`src/rtl/qphs_pkg.sv`:
```
// ----------------------------------------------------------------------------
// qphs_pkg: shared types for the quadratic probe hash set
// Operation, status and slot codes, port widths, controller/datapath links.
// ----------------------------------------------------------------------------
package qphs_pkg;

    localparam int OPCODE_W     = 2;
    localparam int KEY_PORT_W   = 32;
    localparam int VALUE_PORT_W = 32;
    localparam int STATUS_W     = 2;
    localparam int SLOT_PORT_W  = 11;
    localparam int LIVE_PORT_W  = 11;

    typedef enum logic [OPCODE_W-1:0] {
        OP_GET   = 2'd0,
        OP_SET   = 2'd1,
        OP_UNSET = 2'd2,
        OP_CLEAR = 2'd3
    } op_t;

    typedef enum logic [STATUS_W-1:0] {
        ST_OK        = 2'd0,
        ST_NOT_FOUND = 2'd1,
        ST_FULL      = 2'd2,
        ST_INVALID   = 2'd3
    } status_t;

    typedef enum logic [1:0] {
        SLOT_EMPTY   = 2'd0,
        SLOT_LIVE    = 2'd1,
        SLOT_DELETED = 2'd2
    } slot_state_t;

    typedef struct packed {
        logic capture;
        logic decode;
        logic hash_step;
        logic rd;
        logic advance;
        logic resolve;
        logic sweep_step;
        logic load_out;
    } qphs_cmd_t;

    typedef struct packed {
        logic is_clear;
        logic key_zero;
        logic hash_last;
        logic slot_empty;
        logic slot_hit;
        logic probe_last;
        logic sweep_last;
    } qphs_sts_t;

endpackage

```
`src/rtl/qphs_ctrl.sv`:
```
// ----------------------------------------------------------------------------
// qphs_ctrl: controller of the quadratic probe hash set
// Sequences capture, hashing, probing, clearing sweeps and result transfer.
// ----------------------------------------------------------------------------
module qphs_ctrl
    import qphs_pkg::*;
(
    input  logic      clk,
    input  logic      rst_n,
    input  logic      req_valid,
    output logic      req_stall,
    output logic      rsp_valid,
    input  logic      rsp_stall,
    input  qphs_sts_t sts,
    output qphs_cmd_t cmd
);

    typedef enum logic [3:0] {
        S_INIT_SWEEP,
        S_IDLE,
        S_DECODE,
        S_HASH,
        S_READ,
        S_CHECK,
        S_CLR_SWEEP,
        S_FINISH
    } state_t;

    state_t state_reg;
    state_t state_next;
    logic   req_stall_reg;
    logic   rsp_valid_reg;
    logic   rsp_valid_next;

    always_comb
    begin
        state_next = state_reg;
        cmd        = '0;
        unique case (state_reg)
            S_INIT_SWEEP:
            begin
                cmd.sweep_step = 1'b1;
                if (sts.sweep_last)
                begin
                    state_next = S_IDLE;
                end
            end
            S_IDLE:
            begin
                if (req_valid)
                begin
                    cmd.capture = 1'b1;
                    state_next  = S_DECODE;
                end
            end
            S_DECODE:
            begin
                cmd.decode = 1'b1;
                if (sts.is_clear)
                begin
                    state_next = S_CLR_SWEEP;
                end
                else if (sts.key_zero)
                begin
                    state_next = S_FINISH;
                end
                else
                begin
                    state_next = S_HASH;
                end
            end
            S_HASH:
            begin
                cmd.hash_step = 1'b1;
                if (sts.hash_last)
                begin
                    state_next = S_READ;
                end
            end
            S_READ:
            begin
                cmd.rd     = 1'b1;
                state_next = S_CHECK;
            end
            S_CHECK:
            begin
                if (sts.slot_hit || sts.slot_empty || sts.probe_last)
                begin
                    cmd.resolve = 1'b1;
                    state_next  = S_FINISH;
                end
                else
                begin
                    cmd.advance = 1'b1;
                    state_next  = S_READ;
                end
            end
            S_CLR_SWEEP:
            begin
                cmd.sweep_step = 1'b1;
                if (sts.sweep_last)
                begin
                    state_next = S_FINISH;
                end
            end
            S_FINISH:
            begin
                if (!rsp_valid_reg || !rsp_stall)
                begin
                    cmd.load_out = 1'b1;
                    state_next   = S_IDLE;
                end
            end
            default:
            begin
                state_next = S_IDLE;
            end
        endcase
    end

    always_comb
    begin
        if (cmd.load_out)
        begin
            rsp_valid_next = 1'b1;
        end
        else if (!rsp_stall)
        begin
            rsp_valid_next = 1'b0;
        end
        else
        begin
            rsp_valid_next = rsp_valid_reg;
        end
    end

    always_ff @(posedge clk or negedge rst_n)
    begin
        if (!rst_n)
        begin
            state_reg     <= S_INIT_SWEEP;
            req_stall_reg <= 1'b1;
            rsp_valid_reg <= 1'b0;
        end
        else
        begin
            state_reg     <= state_next;
            req_stall_reg <= (state_next != S_IDLE);
            rsp_valid_reg <= rsp_valid_next;
        end
    end

    assign req_stall = req_stall_reg;
    assign rsp_valid = rsp_valid_reg;

endmodule

```
`config.mk`:
```
export PLATFORM = sky130hd
export DESIGN_NAME = qphs_ctrl
export DESIGN_NICKNAME = d
export VERILOG_FILES = /design/src/rtl/qphs_pkg.sv /design/src/rtl/qphs_ctrl.sv
export SDC_FILE = /design/constraint.sdc
export NUM_CORES = 1
export LEC_CHECK = 0
export BUFFER_PORTS_ARGS = -buffer_cell sky130_fd_sc_hd__buf_2
export CORE_AREA = 2 2 39 41
export CTS_BUF_LIST = sky130_fd_sc_hd__clkbuf_2
export DETAILED_ROUTE_END_ITERATION = 12
export DIE_AREA = 0 0 41 43
export GPL_TIMING_DRIVEN = 0
export REMOVE_ABC_BUFFERS = 1
export SLEW_MARGIN = 25
export SYNTH_ARGS = -nofsm -noshare
export SYNTH_HDL_FRONTEND = slang
export SYNTH_SLANG_ARGS = --single-unit
```
`constraint.sdc`:
```
create_clock -name clk -period 1.6 [get_ports clk]
set_input_delay 0.4 -clock clk [delete_from_list [all_inputs] [get_ports clk]]
set_output_delay 0.4 -clock clk [all_outputs]
set_load 0.02 [all_outputs]
```
==> impl_metrics.py, run 1 <==
metrics = {
    "synth": {
        "synthArstFlopShare_pct": 100,
        "synthCells": 50,
        "ys_seq_elements": 6,
        "yosys.area.top_type": "dfrtp_1",
        "ys.flop_type": "dfrtp_1",
        "synthDistinctLibCells": 30,
        "ys_warn_count": 0,
        "syn_area_sq_um": 450,
        "ys_seq_area_share_pct": 33.6,
        "syn_avg_cell_area_sq_um": 9.01,
        "synth_top_area_share_pct": 27.8,
        "synth_area_leaders": "dfrtp_1, dfstp_2, a21oi_1",
        "synth_edf_count": 0,
    },
    "pwr": {
        "cellPowerDensity_nw_per_um2": 1400,
        "leakagePower_nw": 0.361,
        "switching_power_w": 0.000453,
        "p_comb_share_pct": 63.8,
        "ir_worst_vdd_v": 0.000710,
        "p_sw_share_pct": 41.7,
        "p_int_w": 0.000633,
        "clkPwrFrac_pct": 11.1,
        "share_seq_of_total_power_pct": 25.1,
    },
    "worst_setup_path": {
        "reg2regPathDepth": 5,
        "crit_type": "reg2out",
        "cp.arrival_ns": 1.26,
        "critical_path.startpoint_type": "flop",
        "end_kind": "primary output",
        "r2r_slack_ns": 0.05,
        "crit_start": "state_reg[2]",
        "timing.rr.end": "req_stall",
        "regToRegStartpoint": "state_reg[0]",
        "endpoint": "cmd[6]",
        "worstPathMaxFanout": 7,
        "crit_required_ns": 1.20,
    },
    "global_route": {
        "grt_max_degree": 12,
        "grt_pass1_wl_mm": 1.73,
        "globalRouteOverflowTotal": 0,
        "grt_pass1_vias": 406,
        "grt_usage_pct": 15.1,
        "antenna_found_initial": 0,
    },
    "final_layout": {
        "layout.nets": 96,
        "seq_area_sq_um": 156,
        "multi_input_area_sq_um": 338,
        "layoutNonFillerInstCount": 100,
        "drive_above_1_share_pct": 60.7,
        "num-fill-cells": 131,
        "syn_to_final_growth_pct": 72.2,
        "diodes": 0,
        "fin_util_pct": 56.1,
        "stdcell_area_sq_um": 776,
        "largest_reg_flops": 4,
    },
    "drt": {
        "first_pass_iters": 2,
        "vias_per_cell": 5.00,
        "drt-initial-drc-count": 2,
        "wl_mm": 1.30,
        "drc": 0,
        "ant_nets": 0,
        "vias": 500,
        "wl_per_cell_um": 13.0,
    },
    "clock_tree": {
        "h-tree-depth": 1,
        "path_clk_slew_ns": 0.06,
        "cts_sinks": 6,
        "insertion_delay_ns": 0.22,
        "clock_path_buffers": 2,
        "tritoncts": "yes",
        "cts_buffers": 3,
        "root_buffer": "clkbuf_2",
    },
    "worst_hold_path": {
        "hp-class": "in2reg",
    },
    "floorplanning": {
        "start_util_pct": 32.5,
        "die-area_sq_um": 1760,
        "placementRows": 14,
        "core_sq_um": 1380,
        "ios": 21,
        "die_w_um": 41,
        "die_h_um": 43,
    },
    "place": {
        "gp_routability_congestion": 0.654,
        "dp_slack_ns": -0.0315,
        "placed_area_sq_um": 543,
        "port_buffers": 20,
        "hpwl_um": 727,
        "dp.cells": 82,
    },
    "sta": {
        "drv_slew": 0,
        "setup_slack_ns": -0.0627,
        "finClkSkew_ns": 0.00240,
        "final.setup.tns_ns": -0.230,
        "fmax_mhz": 601,
        "period_needed_ns": 1.66,
        "timing_hold_violations_final": 0,
        "rsz0062_at_grt": "yes",
        "setup_viol": 6,
        "finalCritPeriodShare_pct": 104,
    },
    "run_status": {
        "outcome": "finished with violations",
        "violations": "negative setup slack",
    },
    "job": {
        "max_cap_viol_count": 0,
    },
}
worst max-delay path: stages (launching register included):
cell     delay (ns)
dfrtp_2        0.47
buf_4          0.16
nor4b_4        0.23
buf_4          0.19
cells in the mapped netlist, types with 2 or more instances:
library cell,count
inv_1,2
nand3b_1,2
nor4b_1,2
dfrtp_1,5
nand4b_1,2
nor4_1,2
a21oi_1,4
nand2_1,4
or3_1,2
nor2_1,4
nor3_1,2
worst min path at each step:
| stage | startpoint | to | slack, ns | depth (start not counted) |
|---|---|---|---|---|
| 2_1_floorplan | rst_n | rsp_valid | 0.10 | 0 |
| 3_3_place_gp | rst_n | state_reg[3] | 0.22 | 1 |
| 3_5_place_dp | rst_n | rsp_valid | 0.23 | 1 |
| 4_1_cts | rsp_stall | rsp_valid | 0.40 | 3 |
| 5_1_grt | rsp_stall | rsp_valid | 0.44 | 3 |
| 6_report | rsp_stall | rsp_valid | 0.44 | 3 |
power groups by stage:
stage / logic [W] / registers [W] / clock network, W
floorplan: 0.000238 / 0.000315 / 0
global placement: 0.000338 / 0.000323 / 0
detailed placement: 0.000340 / 0.000322 / 0
CTS: 0.000464 / 0.000303 / 0.000131
global route: 0.000743 / 0.000279 / 0.000143
finish: 0.000692 / 0.000272 / 0.000121
through the flow:
stage / hold WS (ns) / power (W)
detailed placement: 0.226 / 0.000661
finish: 0.439 / 0.00109
global placement: 0.224 / 0.000661
floorplan: 0.104 / 0.000553
global route: 0.442 / 0.00117
CTS: 0.404 / 0.000898
final cells by class:
class | instances | share of cell area (%)
Clock buffer | 4 | 2.58
Inverter | 2 | 0.968
Multi-Input combinational cell | 38 | 43.5
Sequential cell | 6 | 20.2
Tap cell | 16 | 2.58
Timing Repair Buffer | 34 | 30.2
logic make-up (layout without fill, tap and decap cells):
group / after synthesis / count (layout) / share of synthesized area [%]
other cells: 1 / 1 / 0.833
buf+inv: 6 / 40 / 7.78
simple gates: 29 / 29 / 43.6
flops: 6 / 6 / 33.6
compound gates: 8 / 8 / 14.2
cells in the final DEF (no fill, tap or decap), types with 2 or more instances in the layout:
master	count
nand3b_1	2
buf_6	3
nor4_4	2
nor3_1	2
or3_1	2
inv_1	2
nand2_1	4
nor2_1	4
a21oi_1	3
nor4b_4	2
buf_4	16
buf_2	13
clkbuf_2	5
nand4b_1	2
dfrtp_2	4
repair_timing:
item / in CTS / in global routing
hold buffers: 1 / 0
setup buffers: 6 / 7
gates resized for setup: 7 / 18
cloned: 0 / 0
pin swaps: 0 / 3
endpoints found under the setup margin: 10 / 8
endpoints found under the hold margin: 5 / 0
routing by layer:
| layer | GRT usage (%) | share of wire [%] |
|---|---|---|
| met1 | 16.3 | 41 |
| met2 | 22.8 | 54 |
| met3 | 6.28 | 4.9 |
| met4 | 10.0 | 0.62 |
| met5 | 0 | 0 |
Note: power is estimated with default switching activity, not from simulation.
==> inputs of run 2 (changes only) <==
--- a/config.mk
+++ b/config.mk
@@ -6,11 +6,14 @@
 export NUM_CORES = 1
 export LEC_CHECK = 0
 export BUFFER_PORTS_ARGS = -buffer_cell sky130_fd_sc_hd__buf_2
-export CORE_AREA = 2 2 39 41
+export CELL_PAD_IN_SITES_DETAIL_PLACEMENT = 1
+export CELL_PAD_IN_SITES_GLOBAL_PLACEMENT = 1
+export CORE_MARGIN = 2
+export CORE_UTILIZATION = 33
 export CTS_BUF_LIST = sky130_fd_sc_hd__clkbuf_2
 export DETAILED_ROUTE_END_ITERATION = 12
-export DIE_AREA = 0 0 41 43
 export GPL_TIMING_DRIVEN = 0
+export PLACE_DENSITY_LB_ADDON = 0.1
 export REMOVE_ABC_BUFFERS = 1
 export SLEW_MARGIN = 25
 export SYNTH_ARGS = -nofsm -noshare
==> run 2 against run 1 <==
The run still ends with negative setup slack left. Fmax fell by 0.99%. Cell area down 3.9%. Clock power rose by 7%. Die area down 4.9%. Worst hold slack better by 0.0029 ns.
==> impl_metrics.py, run 2 (synthesis results as in run 1) <==
metrics = {
    "run_status": {
        "outcome": "finished with violations",
        "violations": "negative setup slack",
    },
    "worst_setup_path": {
        "end_kind": "primary output",
        "critical_path.startpoint_type": "flop",
        "worstPathMaxFanout": 7,
        "crit_type": "reg2out",
        "crit_required_ns": 1.20,
        "reg2regPathDepth": 5,
        "cp.arrival_ns": 1.28,
    },
    "clock_tree": {
        "h-tree-depth": 1,
        "cts_buffers": 3,
        "root_buffer": "clkbuf_2",
        "tritoncts": "yes",
        "path_clk_slew_ns": 0.05,
        "insertion_delay_ns": 0.24,
        "cts_sinks": 6,
        "clock_path_buffers": 2,
    },
    "final_layout": {
        "layout.nets": 97,
        "multi_input_area_sq_um": 303,
        "largest_reg_flops": 4,
        "drive_above_1_share_pct": 61.2,
        "diodes": 0,
        "final_common_cell": "buf_4",
        "num-fill-cells": 167,
        "syn_to_final_growth_pct": 65.6,
        "final_cell_mix": "buf_4, buf_2",
        "seq_area_sq_um": 156,
        "stdcell_area_sq_um": 746,
    },
    "drt": {
        "wl_per_cell_um": 13.1,
        "drt-initial-drc-count": 1,
        "first_pass_iters": 2,
        "ant_nets": 0,
        "wl_mm": 1.31,
        "vias": 507,
        "drc": 0,
        "vias_per_cell": 5.07,
    },
    "place": {
        "placed_area_sq_um": 542,
        "hpwl_um": 762,
        "port_buffers": 20,
        "gp_routability_congestion": 0.712,
        "dp_slack_ns": -0.0562,
    },
    "sta": {
        "timing.hold.ws_ns": 0.442,
        "period_needed_ns": 1.68,
        "fmax_mhz": 595,
        "finClkSkew_ns": 0.0215,
        "setup_slack_ns": -0.0793,
        "rsz0062_at_grt": "yes",
        "setup_viol": 8,
        "drv_slew": 0,
        "finalCritPeriodShare_pct": 105,
        "final.setup.tns_ns": -0.420,
        "timing_hold_violations_final": 0,
    },
    "floorplanning": {
        "core_sq_um": 1280,
        "die-area_sq_um": 1680,
        "die_h_um": 40.9,
        "die_w_um": 40.9,
        "placementRows": 13,
        "ios": 21,
        "start_util_pct": 35.1,
    },
    "pwr": {
        "cellPowerDensity_nw_per_um2": 1410,
        "ir_worst_vdd_v": 0.000694,
        "leakagePower_nw": 0.358,
        "total_power_w": 0.00105,
    },
    "global_route": {
        "grt_usage_pct": 17.6,
        "grt_pass1_wl_mm": 1.85,
        "antenna_found_initial": 0,
        "grt_max_degree": 11,
        "globalRouteOverflowTotal": 0,
        "grt_pass1_vias": 419,
    },
    "job": {
        "max_cap_viol_count": 0,
    },
    "worst_hold_path": {
        "holdPathStages": 3,
        "hp-class": "in2reg",
    },
}
-- run 2: area by class of cell --
cell class | instances | area share, %
Sequential cell | 6 | 21.0
Multi-Input combinational cell | 38 | 40.6
Timing Repair Buffer | 35 | 32.2
Clock buffer | 4 | 2.68
Inverter | 2 | 1.01
Tap cell | 15 | 2.52
-- run 2: power by group --
part	leakage [nW]	switching, W	internal [W]
Combinational	0.273	0.000273	0.000336
Sequential	0.0685	0.0000960	0.000215
Clock	0.0166	0.0000627	0.0000662
Total	0.358	0.000431	0.000616
-- run 2: through the flow --
stage,utilization (%),cells
finish,58.0,100
global route,58.0,100
CTS,53.9,97
detailed placement,42.2,81
global placement,42.2,81
floorplan,-,46
-- run 2: path summary, 6_finish.rpt --
path	from	to	slack [ns]
max in group asynchronous	rst_n	req_stall	0.82
min	rsp_stall	rsp_valid	0.44
max reg2reg	state_reg[2]	req_stall	0
min in group asynchronous	rst_n	state_reg[1]	0.53
max	state_reg[3]	cmd[3]	-0.08
min reg2reg	rsp_valid	rsp_valid	0.53
-- run 2: layer usage --
metal	wire, um	global-route usage, %	part of all wire, %	vias up
li1	-	-	-	249
met1	572	22.9	44	240
met2	648	26.2	50	14
met3	48	0	3.7	4
met4	36	16.7	2.8	0
met5	0	0	0	-
-- run 2: worst max-delay path, cell delays in order (launching register included) --
cell and delay, ns:
dfrtp_2 0.44, nand4bb_4 0.26, nor4_2 0.16, buf_2 0.21
-- run 2: what timing repair did --
item                                    in CTS  in global routing
setup buffers                               11                  3
endpoints found under the setup margin      10                  9
resized for setup                           12                  8
hold endpoints to repair                     5                  0
pin swaps                                    3                  1
hold buffers                                 1                  0
==> inputs of run 3 (changes only) <==
==> constraint.sdc (replaced) <==
create_clock -name clk -period 1.6 [get_ports clk]
set_input_delay 0.24 -clock clk [delete_from_list [all_inputs] [get_ports clk]]
set_output_delay 0.24 -clock clk [all_outputs]
set_load 0.02 [all_outputs]
==> run 3 against run 2 <==
The run now ends clean. Worst setup slack improved by 0.13 ns. Count of clock-buffer cells in the layout is the same. Sequential share of layout area is 3.0 points higher. First-iteration DRC count rose to 11 times the previous value. Sequential power fell by 3%. Total power down 15%. Critical endpoint is now cmd[6]. Largest power group unchanged.
==> impl_metrics.py, run 3 (synthesis results as in run 1) <==
metrics = {
    "run_status": {
        "outcome": "complete, no violations",
    },
    "worst_setup_path": {
        "crit_type": "reg2out",
        "critical_path.startpoint_type": "flop",
        "cp.arrival_ns": 1.31,
        "worstPathMaxFanout": 8,
        "end_kind": "primary output",
        "crit_required_ns": 1.36,
    },
    "global_route": {
        "antenna_found_initial": 0,
        "grt_max_degree": 14,
        "grt_pass1_wl_mm": 1.71,
        "globalRouteOverflowTotal": 0,
        "grt_pass1_vias": 382,
        "grt_usage_pct": 16.5,
    },
    "drt": {
        "drt-initial-drc-count": 11,
        "ant_nets": 0,
        "vias_per_cell": 5.12,
        "vias": 476,
        "wl_per_cell_um": 12.7,
        "first_pass_iters": 4,
        "wl_mm": 1.18,
        "drc": 0,
    },
    "pwr": {
        "p_int_w": 0.000507,
        "share_seq_of_total_power_pct": 33.9,
        "leakagePower_nw": 0.322,
        "cellPowerDensity_nw_per_um2": 1370,
        "p_comb_share_pct": 51.9,
        "ir_worst_vdd_v": 0.000638,
        "clkPwrFrac_pct": 14.2,
        "total_power_w": 0.000893,
        "p_sw_share_pct": 43.2,
        "switching_power_w": 0.000386,
    },
    "floorplanning": {
        "die_w_um": 40.9,
        "ios": 21,
        "start_util_pct": 35.1,
        "die-area_sq_um": 1680,
        "placementRows": 13,
        "core_sq_um": 1280,
        "die_h_um": 40.9,
    },
    "clock_tree": {
        "cts_sinks": 6,
        "cts_buffers": 3,
        "root_buffer": "clkbuf_2",
        "tritoncts": "yes",
        "h-tree-depth": 1,
        "clock_path_buffers": 2,
        "insertion_delay_ns": 0.23,
        "path_clk_slew_ns": 0.05,
    },
    "final_layout": {
        "final_common_cell": "buf_2",
        "layout.nets": 90,
        "largest_reg_flops": 4,
        "multi_input_area_sq_um": 287,
        "num-fill-cells": 168,
        "stdcell_area_sq_um": 652,
        "diodes": 0,
        "seq_area_sq_um": 156,
        "final_cell_mix": "buf_2, buf_4, clkbuf_2",
        "syn_to_final_growth_pct": 44.7,
        "fin_util_pct": 50.7,
        "drive_above_1_share_pct": 53.8,
    },
    "sta": {
        "period_needed_ns": 1.55,
        "drv_slew": 0,
        "finClkSkew_ns": 0.0207,
        "fmax_mhz": 647,
        "finalCritPeriodShare_pct": 96.6,
        "final.setup.tns_ns": 0,
        "timing.hold.ws_ns": 0.273,
        "rsz0062_at_grt": "yes",
        "timing_hold_violations_final": 0,
        "setup_viol": 0,
    },
    "job": {
        "max_cap_viol_count": 0,
    },
    "place": {
        "placed_area_sq_um": 542,
        "hpwl_um": 762,
        "port_buffers": 20,
        "gp_routability_congestion": 0.712,
    },
    "worst_hold_path": {
        "hp-class": "in2reg",
    },
}
==> run 3: cell types whose count changed in the layout (fill, tap and decap cells not counted) <==
| cell | change |
|---|---|
| buf_4 | -12 |
| buf_2 | +6 |
| buf_6 | -2 |
| a21oi_1 | +1 |
| a21oi_2 | -1 |
| clkbuf_2 | +1 |
| nor4_1 | +1 |
| nor4_2 | -1 |
| nor4b_1 | +1 |
| nor4b_2 | -1 |
==> run 3: timing repair <==
action                                 in CTS  in global routing
endpoints found under the hold margin       5                  0
hold buffers                                1                  0
resized for setup                           4                  3
setup endpoints to repair                   6                  5
setup buffers                               2                  5
==> run 3: worst paths after layout <==
kind / startpoint / endpoint / slack [ns] / depth (start not counted)
setup / recovery: state_reg[3] / cmd[6] / 0.05 / 3
max in group asynchronous: rst_n / req_stall / 0.98 / 2
setup reg to reg: state_reg[2] / req_stall / 0.06 / 5
hold / removal: rsp_stall / rsp_valid / 0.27 / 3
min in group asynchronous: rst_n / state_reg[2] / 0.38 / 2
hold reg to reg: rsp_valid / rsp_valid / 0.52 / 2
==> run 3: final cells by class <==
| type | count | area share (%) |
|---|---|---|
| multi-input combinational | 38 | 44.0 |
| timing repair buffer | 28 | 25.0 |
| sequential | 6 | 24.0 |
| clock buffer | 4 | 3.07 |
| tap | 15 | 2.88 |
| inverter | 2 | 1.15 |
==> run 3: power by group through the flow <==
stage / combinational, W / clock (W) / sequential, W
after floorplan: 0.000238 / 0 / 0.000315
after global placement: 0.000341 / 0 / 0.000326
after detailed placement: 0.000345 / 0 / 0.000323
after CTS: 0.000405 / 0.000132 / 0.000318
after global routing: 0.000507 / 0.000139 / 0.000318
final: 0.000463 / 0.000127 / 0.000303
==> run 3: critical path, cell delays in order (launching register included) <==
cell	delay [ns]
dfrtp_2	0.45
buf_4	0.15
nor4b_2	0.29
buf_4	0.20
==> run 3: layer usage <==
layer / up-vias / share of wire, % / global-route usage [%]
li1: 238 / - / -
met5: - / 0 / 0
met4: 0 / 1.1 / 12.5
met3: 2 / 5.2 / 3.26
met1: 222 / 47 / 20.9
met2: 14 / 46 / 24.2
==> run 3: per-stage QoR <==
stage | setup slack, ns | std cells
after detailed placement | -0.0562 | 81
after global placement | -0.0444 | 81
after CTS | 0.00584 | 88
after global routing | -0.0350 | 93
final | 0.0536 | 93
after floorplan | -0.0404 | 46
